$ cat src/rtl/lrl_ram.sv
// ----------------------------------------------------------------------------
// lrl_ram: generic single-write, single-read memory
// One write port and one read port with registered read data.
// ----------------------------------------------------------------------------
`default_nettype none

module lrl_ram #(
  parameter int WIDTH = 8,
  parameter int DEPTH = 256
) (
  input  wire logic                     clk,
  input  wire logic                     we,
  input  wire logic [$clog2(DEPTH)-1:0] waddr,
  input  wire logic [WIDTH-1:0]         wdata,
  input  wire logic [$clog2(DEPTH)-1:0] raddr,
  output logic      [WIDTH-1:0]         rdata
);

  logic [WIDTH-1:0] mem [DEPTH];

  // write and registered read
  always_ff @(posedge clk) begin
    if (we) begin
      mem[waddr] <= wdata;
    end
    rdata <= mem[raddr];
  end

endmodule

`default_nettype wire

$ cat config.mk
export PLATFORM = sky130hd
export DESIGN_NAME = lrl_ram
export DESIGN_NICKNAME = d
export VERILOG_FILES = /design/src/rtl/lrl_ram.sv
export SDC_FILE = /design/constraint.sdc
export NUM_CORES = 2
export LEC_CHECK = 0
export BUFFER_PORTS_ARGS = -buffer_cell sky130_fd_sc_hd__buf_2
export CAP_MARGIN = 0
export CORE_MARGIN = 4
export CORE_UTILIZATION = 40
export DETAILED_ROUTE_END_ITERATION = 16
export GPL_ROUTABILITY_DRIVEN = 1
export SYNTH_ARGS = -nofsm -noshare
export SYNTH_HDL_FRONTEND = slang
export SYNTH_SLANG_ARGS = --single-unit
$ cat constraint.sdc
create_clock -name clk -period 7.5 [get_ports clk]
set_input_delay 1.5 -clock clk [delete_from_list [all_inputs] [get_ports clk]]
set_output_delay 1.5 -clock clk [all_outputs]
set_load 0.03 [all_outputs]
=== After elaboration in Yosys (flattened, before gate mapping) ===
Memory sizes are Yosys's and may differ from the RTL's. A register that Yosys moved wholly into a read port is not among the register bits.
Index checks and enable logic that the tools add are counted.

* Mux-type cells: 2

{| class="wikitable"
|+ Operators with widths
! cell !! count
|-
| 1-bit 2-to-1 mux || 2
|}

* Bits in registers: 0
* Memory bits (writable): 2048
* Memories: 1

{| class="wikitable"
|+ Memories
! name !! depth !! width !! rd ports !! clocked after memory_dff !! wr ports !! line !! RTL
|-
| mem || 256 || 8 || 1 || 1 || 1 || 19 || <nowiki>logic [WIDTH-1:0] mem [DEPTH];</nowiki>
|}

=== Depth between registers and ports, before layout ===
* Word-level depth: 2
* Depth in mapped cells: 11

=== Least setup slack after synthesis ===
No wires, ideal clock.

* Path kind: input -> register
* Start point: input port raddr[0]
* End point: register rdata[2] (read register of mem)
* Arrival: 3.307 ns
* Data required time: 7.369 ns
* Path slack: 4.062 ns
* Stages on the path: 9
* Path buffers: 4
* Cells stage by stage: buf_6 buf_12 buf_8 buf_2 mux4_2 a22oi_1 a21oi_1 nor4_1 nor4_2

{| class="wikitable"
|+ RTL lines
! item !! line !! RTL
|-
| start: declaration || 15 || <nowiki>input wire logic [$clog2(DEPTH)-1:0] raddr,</nowiki>
|-
| end: declaration || 16 || <nowiki>output logic [WIDTH-1:0] rdata</nowiki>
|}

==> flow_metrics.env <==
export IMPL_row_count=163
export IMPL_synth_most_common_cell="edfxtp_1"
export IMPL_drive_above_1_share_pct=21.4
export IMPL_grtUsageMet1_pct=27.8
export IMPL_post_cts_resize_count=0
export IMPL_power_density_nw_per_um2=266
export IMPL_drtIter0Drc=4616
export IMPL_ys_seq_area_share_pct=77.5
export IMPL_core_area_um2=198000
export IMPL_path_class="in2reg"
export IMPL_clkPwrFrac_pct=41.5
export IMPL_finalHoldViolations=0
export IMPL_reg2reg_slack_ns=4.53
export IMPL_overflow=0
export IMPL_die_y_um=454
export IMPL_final_period_utilization_pct=60.0
export IMPL_sw_frac_of_total_pct=21.6
export IMPL_post_cts_buffers=0
export IMPL_use_met2_pct=30.1
export IMPL_cts_max_level=4
export IMPL_port_buffers=33
export IMPL_die_area_um2=206000
export IMPL_antenna_found_initial=9
export IMPL_min_to="rdata[3]"
export IMPL_power_switching_w=0.00512
export IMPL_gr_max_usage_layer="met2"
export IMPL_syn_num_nets=3759
export IMPL_async_reset_ff_share_pct=0
export IMPL_max_freq_mhz=222
export IMPL_clk_pin_slew_ns=0.06
export IMPL_ys_ff_latch=2056
export IMPL_peakVddDrop_mv=0.236
export IMPL_drv_cap=0
export IMPL_grt_use_total_pct=19.2
export IMPL_yosys_warnings=0
export IMPL_avgViaCountPerCell=5.83
export IMPL_nets=3837
export IMPL_use_met3_pct=3.08
export IMPL_synth_area_um2=79600
export IMPL_numCtsBuffers=206
export IMPL_clock_sinks=2056
export IMPL_clock_root_buffer="clkbuf_16"
export IMPL_cp_required_ns=8.15
export IMPL_first_global_vias=38300
export IMPL_dp_hpwl_um=119000
export IMPL_wl_per_cell_um=30.1
export IMPL_grt_setup_unrepaired="false"
export IMPL_crit_path_start_kind="input pin"
export IMPL_synth_main_ff_cell="edfxtp_1"
export IMPL_grt_start_max_net_pins=183
export IMPL_die_width_um=454
export IMPL_antenna_left=0
export IMPL_drv_slew=0
export IMPL_synth_top_area_cell="edfxtp_1"
export IMPL_synth_edf_count=2048
export IMPL_slew_limit_headroom_pct=4.97
export IMPL_ios=34
export IMPL_tns_ns=0
export IMPL_p_seq_share_pct=53.7
export IMPL_synth_cell_types=55
export IMPL_clkLatencyLatePin_ns=0.85
export IMPL_cts_hold_buf=0
export IMPL_power_frac_comb_pct=4.8
export IMPL_avgSynthCellArea_um2=21.3
export IMPL_reg2reg_from="mem[27][3]"
export IMPL_path_max_fanout=93
export IMPL_grt_pass1_wl_um=286000
export IMPL_dr_pass1_iters=5
export IMPL_final_util_pct=45.0
export IMPL_fillers=16400
export IMPL_num_vias=38600
export IMPL_synth_area_top_cells="edfxtp_1 77%, mux4_2 13%, mux2i_1 1.7%"
export IMPL_synth_common_cells="2,048 x edfxtp_1, 454 x mux4_2, 282 x nor2_1"
export IMPL_wl_um=199000
export IMPL_instances_no_fill=6620
export IMPL_syn_to_final_growth_pct=11.8
export IMPL_hold_class="reg2reg"
export IMPL_gp_congestion=0.842
export IMPL_clockBufferDepth=3
export IMPL_regArea_um2=61700
export IMPL_p_int_w=0.0185
export IMPL_multiInputGateArea_um2=16500
export IMPL_final_setup_viol_count=0
export IMPL_leakagePower_nw=27.0
export IMPL_cp_end_kind="flip-flop"
export IMPL_reg2reg_to="rdata[3]"
export IMPL_placedCellCount=6243
export IMPL_cts_tree="yes"
export IMPL_syn_inst=3733
export IMPL_hp_start="mem[41][3]"
export IMPL_tightest_slew_ns=1.41
export IMPL_finClkSkew_ns=0.0529
export IMPL_holdPathStages=6
export IMPL_synth_top_area_share_pct=77.3
export IMPL_initial_core_util_pct=40.3
export IMPL_reg2reg_depth=6
export IMPL_drc=0
export IMPL_final_min_clock_period_ns=4.50
export IMPL_status="finished clean"
export IMPL_arrival_ns=5.16
[flip-flops by register name, indices dropped and copies added (netlist names)]
signal  cells
mem      2048
rdata       8
[kinds of logic after synthesis]
group,synth area share [%]
flops,77.5
mux,14.6
simple gates,2.63
compound gates,3.42
buf+inv,1.83
[power by group through the flow]
stage	clock network, W	registers [W]	logic (W)
2_1_floorplan	0	0.0129	0.000615
6_report	0.00980	0.0127	0.00114
3_3_place_gp	0	0.0129	0.00113
4_1_cts	0.00996	0.0127	0.00114
3_5_place_dp	0	0.0129	0.00114
5_1_grt	0.0105	0.0127	0.00119
[final cells by class]
cell class                      count  area share [%]
Timing Repair Buffer              103            1.12
Clock inverter                    115            1.19
Sequential cell                  2056            69.3
Inverter                            2         0.00844
Multi-Input combinational cell   1442            18.6
Tap cell                         2640            3.71
Clock buffer                      257            6.05
Antenna cell                        5          0.0141
[worst max-delay path by stage]
| stage | start | end | cells after the start |
|---|---|---|---|
| global route | raddr[0] | rdata[1] | 7 |
| floorplan | raddr[0] | rdata[2] | 9 |
| global placement | raddr[0] | rdata[6] | 7 |
| finish | raddr[0] | rdata[1] | 7 |
| CTS | raddr[0] | rdata[3] | 8 |
| detailed placement | raddr[0] | rdata[1] | 7 |
[metrics by stage]
stage	setup slack (ns)	total power (W)	instance area [um2]	hold slack, ns
after floorplan	4.06	0.0136	79600	0.770
after global placement	1.74	0.0141	82500	1.04
after detailed placement	2.11	0.0141	82500	0.998
after CTS	3.00	0.0238	88900	1.07
after global routing	2.88	0.0243	88900	1.10
final	3.00	0.0236	88900	1.09
[per-layer routing]
metal	vias to the layer above	routed length [um]
li1	15900	-
met1	20800	84700
met2	1600	95300
met3	328	13300
met4	0	5850
met5	-	0
[critical path, cell delays in order]
cell and delay (ns):
buf_8 0.45, buf_12 0.58, mux4_2 0.61, a22oi_1 0.55
a21oi_1 0.15, nor4_1 0.99, nor4_1 0.10
[cell usage in the layout (no fill, tap or decap), types with 5 or more instances in the layout]
cell / synthesis / routed
a211oi_1: 16 / 16
a21oi_1: 96 / 96
a221oi_1: 13 / 13
a22o_1: 8 / 8
a22oi_1: 133 / 133
and2_1: 6 / 6
buf_12: 8 / 16
buf_2: 31 / 22
buf_4: 27 / 55
buf_8: 13 / 10
bufinv_16: 0 / 11
clkbuf_1: 111 / 49
clkbuf_16: 0 / 207
clkinv_1: 1 / 57
clkinv_16: 0 / 8
clkinv_2: 0 / 30
dfxtp_1: 8 / 8
diode_2: 0 / 5
edfxtp_1: 2048 / 2048
mux2i_1: 134 / 134
mux4_2: 454 / 454
nand2_1: 33 / 33
nand2b_1: 8 / 8
nand3_1: 34 / 31
nand4_1: 10 / 10
nor2_1: 282 / 279
nor2b_1: 31 / 28
nor3_1: 22 / 22
nor4_1: 24 / 20
nor4_2: 3 / 7
o211ai_1: 10 / 10
o21ai_0: 10 / 10
o221ai_1: 46 / 46
o22a_1: 5 / 5
o22ai_1: 28 / 28
Note: power is estimated with default switching activity, not from simulation.
