File: config.mk
export PLATFORM = sky130hd
export DESIGN_NAME = lrl_seq
export DESIGN_NICKNAME = d
export VERILOG_FILES = /design/src/rtl/lrl_pkg.sv /design/src/rtl/lrl_seq.sv
export SDC_FILE = /design/constraint.sdc
export NUM_CORES = 1
export LEC_CHECK = 0
export CAP_MARGIN = 20
export CORE_ASPECT_RATIO = 0.5
export CORE_MARGIN = 5
export CORE_UTILIZATION = 50
export CTS_BUF_LIST = sky130_fd_sc_hd__clkbuf_8
export CTS_CLUSTER_SIZE = 30
export DETAILED_ROUTE_END_ITERATION = 10
export DONT_BUFFER_PORTS = 1
export GPL_TIMING_DRIVEN = 0
export PLACE_DENSITY = 0.75
export SLEW_MARGIN = 15
export SYNTH_ARGS = -nofsm -noshare
export SYNTH_HDL_FRONTEND = slang
export SYNTH_SLANG_ARGS = --single-unit
File: constraint.sdc
create_clock -name clk -period 3.5 [get_ports clk]
set_input_delay 0.175 -clock clk [delete_from_list [all_inputs] [get_ports clk]]
set_output_delay 0.175 -clock clk [all_outputs]
set_load 0.005 [all_outputs]
File: src/rtl/lrl_pkg.sv
// ----------------------------------------------------------------------------
// lrl_pkg: shared types and constants of the LRU recency list
// Widths, command and status codes, and the structs that travel between the
// sequencer and the node memories.
// ----------------------------------------------------------------------------
`default_nettype none

package lrl_pkg;

  localparam int SLOTS        = 256;
  localparam int SLOT_W       = $clog2(SLOTS);
  localparam int CNT_W        = $clog2(SLOTS + 1);
  localparam int PAYLOAD_BITS = 32;
  localparam int CMD_W        = 3;
  localparam int HANDLE_W     = 8;
  localparam int PIN_W        = 32;
  localparam int POUT_W       = 32;
  localparam int SLOT_OUT_W   = 8;
  localparam int STAT_W       = 3;
  localparam int OCC_W        = 9;

  localparam int IN_BITS      = CMD_W + HANDLE_W + PIN_W;
  localparam int IN_TDATA_W   = ((IN_BITS + 7) / 8) * 8;
  localparam int OUT_BITS     = POUT_W + SLOT_OUT_W + STAT_W + OCC_W;
  localparam int OUT_TDATA_W  = ((OUT_BITS + 7) / 8) * 8;

  typedef enum logic [CMD_W-1:0] {
    CMD_PUSH   = 3'd0,
    CMD_POP    = 3'd1,
    CMD_PEEK   = 3'd2,
    CMD_TOUCH  = 3'd3,
    CMD_REMOVE = 3'd4,
    CMD_PREV   = 3'd5
  } cmd_t;

  typedef enum logic [STAT_W-1:0] {
    STAT_OK     = 3'd0,
    STAT_EMPTY  = 3'd1,
    STAT_FULL   = 3'd2,
    STAT_BADHND = 3'd3,
    STAT_ATHEAD = 3'd4
  } stat_t;

  // write and read requests to the node memories
  typedef struct packed {
    logic                    pl_we;
    logic [SLOT_W-1:0]       pl_waddr;
    logic [PAYLOAD_BITS-1:0] pl_wdata;
    logic [SLOT_W-1:0]       pl_raddr;
    logic                    thl_we;
    logic [SLOT_W-1:0]       thl_waddr;
    logic [SLOT_W-1:0]       thl_wdata;
    logic                    ttl_we;
    logic [SLOT_W-1:0]       ttl_waddr;
    logic [SLOT_W-1:0]       ttl_wdata;
    logic [SLOT_W-1:0]       lk_raddr;
    logic                    fs_we;
    logic [SLOT_W-1:0]       fs_waddr;
    logic [SLOT_W-1:0]       fs_wdata;
    logic [SLOT_W-1:0]       fs_raddr;
  } mem_req_t;

  // registered read data of the node memories
  typedef struct packed {
    logic [PAYLOAD_BITS-1:0] pl;
    logic [SLOT_W-1:0]       thl;
    logic [SLOT_W-1:0]       ttl;
    logic [SLOT_W-1:0]       fs;
  } mem_rsp_t;

  // one finished result
  typedef struct packed {
    logic [OCC_W-1:0]      occupancy;
    logic [STAT_W-1:0]     status;
    logic [SLOT_OUT_W-1:0] slot_out;
    logic [POUT_W-1:0]     payload_out;
  } result_t;

endpackage

`default_nettype wire

File: src/rtl/lrl_seq.sv
// ----------------------------------------------------------------------------
// lrl_seq: command sequencer of the LRU recency list
// Holds head, tail, counts and slot-in-use bits, and steps each command
// through reads and writes of the node memories one step at a time.
// ----------------------------------------------------------------------------
`default_nettype none

module lrl_seq (
  input  wire logic                            clk,
  input  wire logic                            rst,
  input  wire logic                            in_valid,
  input  wire logic [lrl_pkg::IN_TDATA_W-1:0]  in_data,
  output logic                                 in_ready,
  output lrl_pkg::mem_req_t                    req,
  input  wire lrl_pkg::mem_rsp_t               rsp,
  output logic                                 res_valid,
  input  wire logic                            res_ready,
  output lrl_pkg::result_t                     res
);

  typedef enum logic [7:0] {
    ST_IDLE   = 8'b0000_0001,
    ST_DECODE = 8'b0000_0010,
    ST_LOAD   = 8'b0000_0100,
    ST_PREVD  = 8'b0000_1000,
    ST_UNLINK = 8'b0001_0000,
    ST_LINK   = 8'b0010_0000,
    ST_HEAD   = 8'b0100_0000,
    ST_DONE   = 8'b1000_0000
  } state_t;

  state_t state, state_next;

  // latched command
  lrl_pkg::cmd_t                        cmd;
  logic [lrl_pkg::HANDLE_W-1:0]         hnd;
  logic [lrl_pkg::PIN_W-1:0]            pin;

  // list state
  logic [lrl_pkg::SLOT_W-1:0]           head;
  logic [lrl_pkg::SLOT_W-1:0]           tail;
  logic [lrl_pkg::CNT_W-1:0]            count;
  logic [lrl_pkg::CNT_W-1:0]            free_depth;
  logic [lrl_pkg::CNT_W-1:0]            fresh;
  logic [lrl_pkg::SLOTS-1:0]            in_use;

  // working registers
  logic [lrl_pkg::SLOT_W-1:0]           slot_r;
  logic [lrl_pkg::SLOT_W-1:0]           up;
  logic [lrl_pkg::SLOT_W-1:0]           down;
  logic [lrl_pkg::PAYLOAD_BITS-1:0]     pay;
  lrl_pkg::stat_t                       status;

  // decode helpers
  lrl_pkg::stat_t                       dec_status;
  state_t                               dec_next;
  logic [lrl_pkg::SLOT_W-1:0]           dec_addr;
  logic                                 full;
  logic                                 empty;
  logic                                 hnd_ok;
  logic                                 hnd_head;
  logic                                 fresh_ok;
  logic                                 fs_room;
  logic                                 is_head;
  logic                                 is_tail;
  logic [lrl_pkg::CNT_W-1:0]            fd_dec;

  assign full     = (count == lrl_pkg::CNT_W'(lrl_pkg::SLOTS));
  assign empty    = (count == '0);
  assign hnd_ok   = in_use[hnd[lrl_pkg::SLOT_W-1:0]];
  assign hnd_head = (hnd[lrl_pkg::SLOT_W-1:0] == head);
  assign fresh_ok = (fresh < lrl_pkg::CNT_W'(lrl_pkg::SLOTS));
  assign fs_room  = (free_depth < lrl_pkg::CNT_W'(lrl_pkg::SLOTS));
  assign is_head  = (slot_r == head);
  assign is_tail  = (slot_r == tail);
  assign fd_dec   = free_depth - lrl_pkg::CNT_W'(1);

  // classify the command and pick the first step
  always_comb begin
    dec_status = lrl_pkg::STAT_OK;
    dec_next   = ST_DONE;
    dec_addr   = hnd[lrl_pkg::SLOT_W-1:0];
    case (cmd)
      lrl_pkg::CMD_PUSH: begin
        if (full) begin
          dec_status = lrl_pkg::STAT_FULL;
        end else if (free_depth != '0) begin
          dec_next = ST_LOAD;
        end else if (fresh_ok) begin
          dec_next = ST_LINK;
        end else begin
          dec_status = lrl_pkg::STAT_FULL;
        end
      end
      lrl_pkg::CMD_POP, lrl_pkg::CMD_PEEK: begin
        dec_addr = tail;
        if (empty) begin
          dec_status = lrl_pkg::STAT_EMPTY;
        end else begin
          dec_next = ST_LOAD;
        end
      end
      lrl_pkg::CMD_TOUCH: begin
        if (!hnd_ok) begin
          dec_status = lrl_pkg::STAT_BADHND;
        end else if (!hnd_head) begin
          dec_next = ST_LOAD;
        end
      end
      lrl_pkg::CMD_REMOVE: begin
        if (!hnd_ok) begin
          dec_status = lrl_pkg::STAT_BADHND;
        end else begin
          dec_next = ST_LOAD;
        end
      end
      lrl_pkg::CMD_PREV: begin
        if (!hnd_ok) begin
          dec_status = lrl_pkg::STAT_BADHND;
        end else if (hnd_head) begin
          dec_status = lrl_pkg::STAT_ATHEAD;
        end else begin
          dec_next = ST_LOAD;
        end
      end
      default: begin
        dec_next = ST_DONE;
      end
    endcase
  end

  // next state
  always_comb begin
    state_next = state;
    unique case (state)
      ST_IDLE: begin
        if (in_valid) state_next = ST_DECODE;
      end
      ST_DECODE: begin
        state_next = dec_next;
      end
      ST_LOAD: begin
        case (cmd)
          lrl_pkg::CMD_PUSH: state_next = ST_LINK;
          lrl_pkg::CMD_PREV: state_next = ST_PREVD;
          lrl_pkg::CMD_PEEK: state_next = ST_DONE;
          default:           state_next = ST_UNLINK;
        endcase
      end
      ST_PREVD: begin
        state_next = ST_DONE;
      end
      ST_UNLINK: begin
        state_next = (cmd == lrl_pkg::CMD_TOUCH) ? ST_LINK : ST_DONE;
      end
      ST_LINK: begin
        state_next = (cmd == lrl_pkg::CMD_PUSH && empty) ? ST_DONE : ST_HEAD;
      end
      ST_HEAD: begin
        state_next = ST_DONE;
      end
      ST_DONE: begin
        if (res_ready) state_next = ST_IDLE;
      end
      default: begin
        state_next = ST_IDLE;
      end
    endcase
  end

  // memory accesses of each step
  always_comb begin
    req           = '0;
    req.pl_waddr  = slot_r;
    req.pl_wdata  = lrl_pkg::PAYLOAD_BITS'(pin);
    req.pl_raddr  = (state == ST_LOAD) ? rsp.thl : dec_addr;
    req.lk_raddr  = dec_addr;
    req.fs_raddr  = fd_dec[lrl_pkg::SLOT_W-1:0];
    req.fs_waddr  = free_depth[lrl_pkg::SLOT_W-1:0];
    req.fs_wdata  = slot_r;
    req.thl_waddr = slot_r;
    req.ttl_waddr = slot_r;
    case (state)
      ST_UNLINK: begin
        if (!is_head && !is_tail) begin
          req.ttl_we    = 1'b1;
          req.ttl_waddr = up;
          req.ttl_wdata = down;
          req.thl_we    = 1'b1;
          req.thl_waddr = down;
          req.thl_wdata = up;
        end
        req.fs_we = (cmd != lrl_pkg::CMD_TOUCH) && fs_room;
      end
      ST_LINK: begin
        req.thl_we    = 1'b1;
        req.thl_wdata = '0;
        req.ttl_we    = 1'b1;
        req.ttl_wdata = empty ? '0 : head;
        req.pl_we     = (cmd == lrl_pkg::CMD_PUSH);
      end
      ST_HEAD: begin
        req.thl_we    = 1'b1;
        req.thl_waddr = head;
        req.thl_wdata = slot_r;
      end
      default: begin
        req.thl_we = 1'b0;
      end
    endcase
  end

  // control state
  always_ff @(posedge clk) begin
    if (rst) begin
      state      <= ST_IDLE;
      head       <= '0;
      tail       <= '0;
      count      <= '0;
      free_depth <= '0;
      fresh      <= '0;
      in_use     <= '0;
    end else begin
      state <= state_next;
      case (state)
        ST_DECODE: begin
          if (cmd == lrl_pkg::CMD_PUSH && dec_status == lrl_pkg::STAT_OK) begin
            if (free_depth != '0) begin
              free_depth <= fd_dec;
            end else begin
              fresh <= fresh + lrl_pkg::CNT_W'(1);
            end
          end
        end
        ST_UNLINK: begin
          if (is_head && is_tail) begin
            head <= '0;
            tail <= '0;
          end else if (is_head) begin
            head <= down;
          end else if (is_tail) begin
            tail <= up;
          end
          if (cmd != lrl_pkg::CMD_TOUCH) begin
            in_use[slot_r] <= 1'b0;
            if (fs_room) free_depth <= free_depth + lrl_pkg::CNT_W'(1);
            if (!empty) count <= count - lrl_pkg::CNT_W'(1);
          end
        end
        ST_LINK: begin
          if (cmd == lrl_pkg::CMD_PUSH) begin
            in_use[slot_r] <= 1'b1;
            count <= count + lrl_pkg::CNT_W'(1);
            if (empty) begin
              head <= slot_r;
              tail <= slot_r;
            end
          end
        end
        ST_HEAD: begin
          head <= slot_r;
        end
        default: begin
          head <= head;
        end
      endcase
    end
  end

  // working registers
  always_ff @(posedge clk) begin
    case (state)
      ST_IDLE: begin
        cmd <= lrl_pkg::cmd_t'(in_data[lrl_pkg::CMD_W-1:0]);
        hnd <= in_data[lrl_pkg::CMD_W +: lrl_pkg::HANDLE_W];
        pin <= in_data[lrl_pkg::CMD_W + lrl_pkg::HANDLE_W +: lrl_pkg::PIN_W];
      end
      ST_DECODE: begin
        status <= dec_status;
        pay    <= '0;
        slot_r <= (cmd == lrl_pkg::CMD_PUSH) ? fresh[lrl_pkg::SLOT_W-1:0] : dec_addr;
      end
      ST_LOAD: begin
        if (cmd == lrl_pkg::CMD_PUSH) begin
          slot_r <= rsp.fs;
        end
        up   <= rsp.thl;
        down <= rsp.ttl;
        if (cmd == lrl_pkg::CMD_POP || cmd == lrl_pkg::CMD_PEEK) begin
          pay <= rsp.pl;
        end
      end
      ST_PREVD: begin
        pay <= rsp.pl;
      end
      default: begin
        up <= up;
      end
    endcase
  end

  // result of the finished command
  always_comb begin
    res.payload_out = lrl_pkg::POUT_W'(pay);
    res.slot_out    = (cmd == lrl_pkg::CMD_PUSH && status == lrl_pkg::STAT_OK) ?
                      lrl_pkg::SLOT_OUT_W'(slot_r) : '0;
    res.status      = status;
    res.occupancy   = lrl_pkg::OCC_W'(count);
  end

  assign res_valid = (state == ST_DONE);
  assign in_ready  = (state == ST_IDLE);

endmodule

`default_nettype wire

== Word-level counts from Yosys, hierarchy flattened ==
Cells that the tools add are included.

* Flip-flop bits (word level): 409
* Input bits: 108
* Output and inout bits: 170
* Word-level logic and storage cells: 160

* $add $sub $neg: 5
* $lt $le $gt $ge: 5
* Equal/unequal tests: 32
* Muxes and demuxes: 65
* Bitwise logic cells: 4
* Reduce and logical (&&, ||, !) cells: 34

{| class="wikitable"
|+ Operators with widths
! cell !! number
|-
| $mux 256 || 2
|-
| $pmux 256 s2 || 1
|-
| $and 256x256->256 || 1
|-
| $not 256->256 || 1
|-
| $or 256x256->256 || 1
|-
| $mux 8 || 25
|-
| $pmux 32 s3 || 1
|-
| $pmux 8 s2 || 5
|-
| $mux 9 || 7
|-
| $pmux 8 s7 || 1
|-
| $pmux 8 s3 || 2
|-
| $pmux 9 s2 || 2
|-
| $mux 34 || 1
|-
| $mux 32 || 1
|-
| $pmux 8 s4 || 1
|-
| $add 9x1->9 const B || 3
|-
| $eq 8x8->1 || 3
|-
| $lt 8x9->1 const B || 2
|-
| $lt 9x9->1 const B || 2
|-
| $sub 9x1->9 const B || 2
|-
| $ne 2x2->1 const B || 8
|-
| $pmux 3 s4 || 1
|-
| $reduce_and 5->1 || 2
|-
| $reduce_or 2->1 || 5
|-
| other kinds (34) || 65
|}

== Logic depth before layout (Yosys ltp) ==
Gate-level depths: netlist of the first run.

* Depth after elaboration: 9
* Mapped depth: 15
* Mapped depth without buffers: 12

== Worst setup path before layout of the first run ==
OpenSTA, ideal clock, no wires.

* Kind: flip-flop to flip-flop
* Start point: reg state[1]
* End point: reg count[7] (netlist bit)
* Library setup time: 132 ps
* Data arrival time: 2986 ps
* Data required time: 3368 ps
* Path slack: 382 ps
* Stages on the path, launching flop included: 16
* Path buffers: 3
* Cells stage by stage: dfxtp_1 > nor2_1 > and4b_1 > clkbuf_2 > inv_1 > clkbuf_1 > clkbuf_1 > ha_1 > a21o_1 > a21oi_1 > o21bai_1 > a21oi_1 > o21bai_1 > a21oi_1 > mux2i_1 > a21oi_1

* Cells in the longest elaborated chain, start to end: 3
* Elaborated cells between the ends (all ways): 8

{| class="wikitable"
|+ Ends and longest elaborated chain
! element !! RTL line !! source
|-
| start, declared || lrl_seq.sv:32 || <nowiki>state_t state, state_next;</nowiki>
|-
| start signal, assigned || lrl_seq.sv:224 || <nowiki>state <= state_next;</nowiki>
|-
| $eq 8x5->1 or $eq 8x6->1 (tied branches) || lrl_seq.sv:225 || <nowiki>case (state)</nowiki>
|-
| $ne 2x2->1 (no line) or $reduce_bool 2->1 (tied branches) || - ||
|-
| $reduce_and 4->1 (no line) || - ||
|-
| end signal, assigned || lrl_seq.sv:247 || <nowiki>if (!empty) count <= count - lrl_pkg::CNT_W'(1);</nowiki>
|-
| end signal, assigned || lrl_seq.sv:253 || <nowiki>count <= count + lrl_pkg::CNT_W'(1);</nowiki>
|-
| end, declared || lrl_seq.sv:42 || <nowiki>logic [lrl_pkg::CNT_W-1:0] count;</nowiki>
|}

Several ways; a longest one is shown, not always the timed one.
A chain may end at the register's enable or synchronous reset.

==> results.py, run 1 <==
metrics = {
    "power_and_ir_drop": {
        "p_per_area_nw_per_um2": 456,
        "leakagePower_nw": 8.02,
        "ir_drop_mv": 0.267,
    },
    "floorplan": {
        "die_w_um": 292,
        "row_count": 51,
        "ios": 278,
        "coreArea_um2": 39100,
        "die_y_um": 151,
        "start_util": 0.510,
        "die_area_um2": 44200,
    },
    "cts": {
        "cts_tree": "yes",
        "clk_latency_ns": 0.68,
        "cts_max_level": 2,
        "clock-sinks": 409,
        "clkTransAtPathRegs_ns": 0.08,
        "numCtsBuffers": 58,
        "clockBufferDepth": 3,
        "clockRootBuffer": "clkbuf_8",
    },
    "finish": {
        "areaGrowthSynthToFinish_pct": 16.4,
        "antenna_cells": 0,
        "layout.nets": 2443,
        "final_util": 0.593,
        "fin_area_um2": 23200,
        "drive_gt1_frac": 0.116,
    },
    "setup_path": {
        "cp_num_buf_inv": 3,
        "crit_path_end_kind": "flip-flop",
        "critPathMaxStageDelay_ns": 0.74,
        "arrival_ns": 4.13,
        "path_cells": "clkbuf_1, clkbuf_1, nand2_1, nor3_2, clkbuf_1, nand3_1, a21oi_1",
        "crit_fanout": 10,
        "cpMostUsedCell": "clkbuf_1",
        "crit_slowest_cell": "clkbuf_1",
        "reg2reg_depth": 7,
        "crit_type": "flip-flop to flip-flop",
        "cp.required_ns": 4.08,
        "path_delay_family": "buffers and inverters",
        "start_kind": "flip-flop",
        "worstSetupPathDepth": 7,
    },
    "synth": {
        "synth_seq_cells": 409,
        "synth_ff_type": "dfxtp_1",
        "synth-edff-count": 102,
        "ys_warn_count": 0,
        "synth_area_leader_cell": "dfxtp_1",
        "syn_area_um2": 19900,
        "async_flop_share": 0,
        "synth_fp_nets": 2265,
        "synth_top_area_frac": 0.308,
        "ys_seq_area_frac": 0.462,
        "synth_most_common_cell": "dfxtp_1",
        "syn_avg_cell_area_um2": 9.29,
        "synth_area_leaders": "dfxtp_1, edfxtp_1, a21oi_1",
        "ys_top_cells_by_count": "dfxtp_1, a21oi_1, o21ai_0",
        "netlist-cell-type-count": 69,
        "syn_inst": 2145,
    },
    "routing": {
        "routed_via_density": 6.76,
        "wl_per_cell_um": 27.2,
        "via_count": 19615,
        "drt_iter0_drc": 3396,
        "detail-route-antenna-nets": 0,
        "dr.pass1.iters": 11,
        "dr_wl_met3_mm": 11.8,
        "drc": 0,
        "wl_met1_mm": 28.4,
        "top_layer_used": "met5",
        "dr_wl_met2_mm": 33.6,
        "wl_mm": 78.9,
    },
    "min_path": {
        "min_delay_path_depth": 1,
        "hold_class": "primary input to flip-flop",
    },
    "placed_design": {
        "gp_congestion": 1.05,
        "place_hpwl_mm": 52.0,
        "place_area_um2": 20700,
        "dp_slack_ns": -0.731,
        "port_buffers": 0,
    },
    "timing": {
        "layout_min_cycle_time_ns": 3.55,
        "finalClockSkew_ns": 0.0286,
        "period_share": 1.01,
        "finalSetupTns_ns": -0.0735,
        "setup_ws_ns": -0.0525,
        "hold_viol": 0,
        "setup_viol": 2,
        "clock.fmax_ghz": 0.281,
        "tightest_slew_ns": 1.17,
        "maxSlewViolCount": 0,
        "timing.slew.headroom": 0.212,
    },
    "status": {
        "violations": "setup timing",
        "status": "finished with violations",
    },
    "grt": {
        "grt_max_degree": 41,
        "grt_pass1_wl_mm": 113,
        "grt_util_all_layers": 0.338,
        "globalRouteOverflowTotal": 0,
        "first_global_vias": 18216,
        "grt_antenna_before_repair": 1,
    },
    "job": {
        "maxCapViolations": 0,
    },
}
-- placed cells by master (no fill, tap or decap), types with 28 or more instances in the layout --
cell type | Yosys | final
nor2_1 | 125 | 123
inv_1 | 24 | 33
a21oi_1 | 295 | 292
dlygate4sd3_1 | 0 | 104
nand2_1 | 76 | 76
dfxtp_1 | 307 | 307
buf_4 | 24 | 36
o21ai_0 | 283 | 283
clkbuf_1 | 160 | 140
edfxtp_1 | 102 | 102
or3_1 | 100 | 100
mux4_2 | 51 | 51
mux2i_1 | 43 | 43
clkbuf_8 | 1 | 77
and2_1 | 51 | 51
nand3_1 | 177 | 176
xnor2_1 | 28 | 28
-- through the flow --
step	instances	hold slack, ns	power [mW]
after CTS	2893	0.124	10.4
after global routing	2902	0.107	10.8
after detailed placement	2681	0.274	6.28
after floorplan	2145	0.274	5.85
after global placement	2675	0.274	6.25
final	2902	0.122	10.6
-- final cells by class --
type,count,area (um2)
fill,3331,15900
multi-input combinational,1500,9750
sequential,409,9210
timing repair buffer,120,1190
clock buffer,75,1030
buffer,209,1010
tap,530,663
clock inverter,34,250
inverter,25,93.8
-- where the power goes --
part / internal [mW] / switching, mW
sequential: 4.98 / 0.105
clock: 2.17 / 2.06
combinational: 0.429 / 0.845
total: 7.58 / 3.01
-- routing by layer --
layer  up-vias  global-route usage
met4         4               0.175
met3       422               0.122
met5         -                   0
li1       8224                   -
met2      1685               0.510
met1      9280               0.431
-- repair_timing --
action / 4_1_cts / 5_1_grt
setup endpoints to repair: 56 / 157
endpoints found under the hold margin: 102 / 0
hold buffers: 104 / 0
gates resized for setup: 15 / 46
setup buffers: 0 / 9
pin swaps: 0 / 3
-- final timing paths --
check                                  from   endpoint  slack [ns]
worst max-delay path              slot_r[0]  flip-flop       -0.05
worst min-delay path            in_data[20]     pin[9]        0.12
worst max register to register    slot_r[0]  flip-flop       -0.05
worst min register to register    flip-flop  flip-flop        0.48
-- kinds of logic after synthesis --
family                   count (synthesis)  share of synthesized area
buffers and inverters                  236                     0.0530
multiplexers                           115                     0.0978
adder cells (fa/ha/maj)                 12                    0.00791
flip-flops                             409                      0.462
XOR/XNOR                                49                     0.0215
AO/OA/AOI/OAI                          680                      0.188
AND/OR/NAND/NOR                        644                      0.170
(Power assumes the default switching activity.)
==> run 2, diff against run 1 <==
Settings changed: CORE_ASPECT_RATIO 0.5 to 1.25.
==> run 2 against run 1 <==
  * Utilization decreased by 0.44 points
  * Die area decreased by 0.49%
  * The run still ends with setup timing left
  * Via count is 0.48% lower
  * Combinational power about the same
  * Flip-flop and latch count unchanged
  * Design area is 0.22% lower
  * Routed wire length rose by 5.0%
  * Maximum frequency rose by 0.26%
  * Power grew 0.48%
  * Largest cell class unchanged
==> results.py, run 2 (synthesized netlist as in run 1, its figures left out) <==
metrics = {
    "floorplan": {
        "die_y_um": 233,
        "coreArea_um2": 39300,
        "ios": 278,
        "die_area_um2": 44000,
        "start_util": 0.507,
        "row_count": 81,
        "die_w_um": 189,
    },
    "timing": {
        "timing.slew.headroom": 0.244,
        "setup_ws_ns": -0.0432,
        "layout_min_cycle_time_ns": 3.54,
        "finalClockSkew_ns": 0.0483,
        "clock.fmax_ghz": 0.282,
        "maxSlewViolCount": 0,
        "finalSetupTns_ns": -0.0722,
        "period_share": 1.01,
        "setup_viol": 3,
        "hold_viol": 0,
        "tightest_slew_ns": 1.13,
    },
    "routing": {
        "drt_iter0_drc": 2706,
        "routed_via_density": 6.79,
        "drc": 0,
        "wl_per_cell_um": 28.8,
        "via_count": 19520,
        "wl_mm": 82.8,
        "dr.pass1.iters": 9,
        "detail-route-antenna-nets": 0,
    },
    "power_and_ir_drop": {
        "p_per_area_nw_per_um2": 460,
        "intPower_mw": 7.57,
        "swShare": 0.288,
        "clockPowerShare": 0.400,
        "leakagePower_nw": 7.99,
        "switchingPower_mw": 3.07,
        "seqPwrFrac": 0.478,
        "comb_power_share": 0.122,
        "ir_drop_mv": 0.334,
    },
    "setup_path": {
        "critPathMaxStageDelay_ns": 0.70,
        "cp-endpoint": "status[0]",
        "crit_path_end_kind": "flip-flop",
        "ff2ff_setup_slack_ns": -0.04,
        "crit_type": "flip-flop to flip-flop",
        "crit_fanout": 10,
        "crit_slowest_cell": "clkbuf_1",
        "startpoint": "hnd[2]",
        "reg2reg_from": "hnd[2]",
        "cp_num_buf_inv": 3,
        "regToRegEndpoint": "status[0]",
        "path_delay_family": "buffers and inverters",
        "start_kind": "flip-flop",
        "worstSetupPathDepth": 10,
        "path_cells": "buf_2, clkbuf_1, clkdlybuf4s15_2, nand3_1, a31o_2, a31oi_1, a211oi_2, a41o_2, o21ai_2, o211ai_1",
        "reg2reg_depth": 10,
        "cp.required_ns": 3.90,
        "arrival_ns": 3.94,
    },
    "status": {
        "violations": "setup timing",
        "status": "finished with violations",
    },
    "finish": {
        "areaGrowthSynthToFinish_pct": 16.2,
        "layout.nets": 2443,
        "final_util": 0.589,
        "mostFrequentLayoutCells": "dfxtp_1, a21oi_1, o21ai_0",
        "drive_gt1_frac": 0.112,
        "layout_commonest_cell": "dfxtp_1",
        "fin_area_um2": 23200,
    },
    "placed_design": {
        "port_buffers": 0,
        "gp_congestion": 1.02,
        "place_area_um2": 20700,
        "place_hpwl_mm": 56.2,
    },
    "grt": {
        "globalRouteOverflowTotal": 0,
        "grt_util_all_layers": 0.358,
        "grt_max_degree": 41,
        "grt_pass1_wl_mm": 118,
        "first_global_vias": 19075,
        "grt_antenna_before_repair": 4,
    },
    "cts": {
        "clockRootBuffer": "clkbuf_8",
        "clockBufferDepth": 3,
        "cts_max_level": 3,
        "clock-sinks": 409,
        "cts_tree": "yes",
        "clkTransAtPathRegs_ns": 0.07,
        "clk_latency_ns": 0.67,
        "numCtsBuffers": 66,
    },
    "min_path": {
        "hold_class": "primary input to flip-flop",
        "min_from": "rsp[21]",
    },
    "job": {
        "maxCapViolations": 0,
    },
}
## run 2: cell count changes in the layout (fill, tap and decap cells not counted), sizes merged
cell	change
buf	-5
bufinv	-2
clkbuf	+3
clkdlybuf4s15	-2
clkinv	+1
clkinvlp	+2
diode	+2
inv	+5
## run 2: worst min path at each step
stage	depth (start not counted)	endpoint	slack, ns
after floorplan	0	cmd[0]	0.27
after global placement	0	cmd[0]	0.27
after detailed placement	0	hnd[3]	0.27
after CTS	1	up[5]	0.11
after global routing	1	up[5]	0.13
final	1	up[5]	0.12
## run 2: timing repair
action	4_1_cts	5_1_grt
setup buffers	0	1
endpoints found under the setup margin	85	127
hold buffers	104	0
gates resized for setup	24	27
pin swaps	0	1
hold endpoints to repair	102	0
## run 2: area by class of cell
class                           count  area (um2)
Timing Repair Buffer              111        1130
Fill cell                        3312       16200
Multi-Input combinational cell   1500        9760
Sequential cell                   409        9210
Clock inverter                     40         234
Tap cell                          498         623
Clock buffer                       79        1090
Antenna cell                        2        5.00
Buffer                            210        1010
Inverter                           25        97.6
## run 2: metal layers
| metal | wire length [um] | track usage |
|---|---|---|
| met3 | 10600 | 0.123 |
| met2 | 37800 | 0.578 |
| met5 | 26 | 0 |
| met1 | 26900 | 0.391 |
| met4 | 7440 | 0.266 |
## run 2: power groups by stage
| stage | logic, mW | registers [mW] | clock network (mW) |
|---|---|---|---|
| finish | 1.29 | 5.09 | 4.26 |
| global route | 1.32 | 5.09 | 4.45 |
| CTS | 1.23 | 5.08 | 4.23 |
| detailed placement | 1.13 | 5.18 | 0 |
| global placement | 1.10 | 5.19 | 0 |
| floorplan | 0.718 | 5.14 | 0 |
## run 2: stage by stage
step	instances	hold WS (ns)	total power, mW	setup slack, ns
after floorplan	2145	0.274	5.85	0.382
after global placement	2643	0.274	6.29	-0.575
after detailed placement	2649	0.274	6.31	-0.643
after CTS	2871	0.110	10.5	0.00312
after global routing	2873	0.125	10.9	-0.0145
final	2874	0.123	10.6	-0.0432
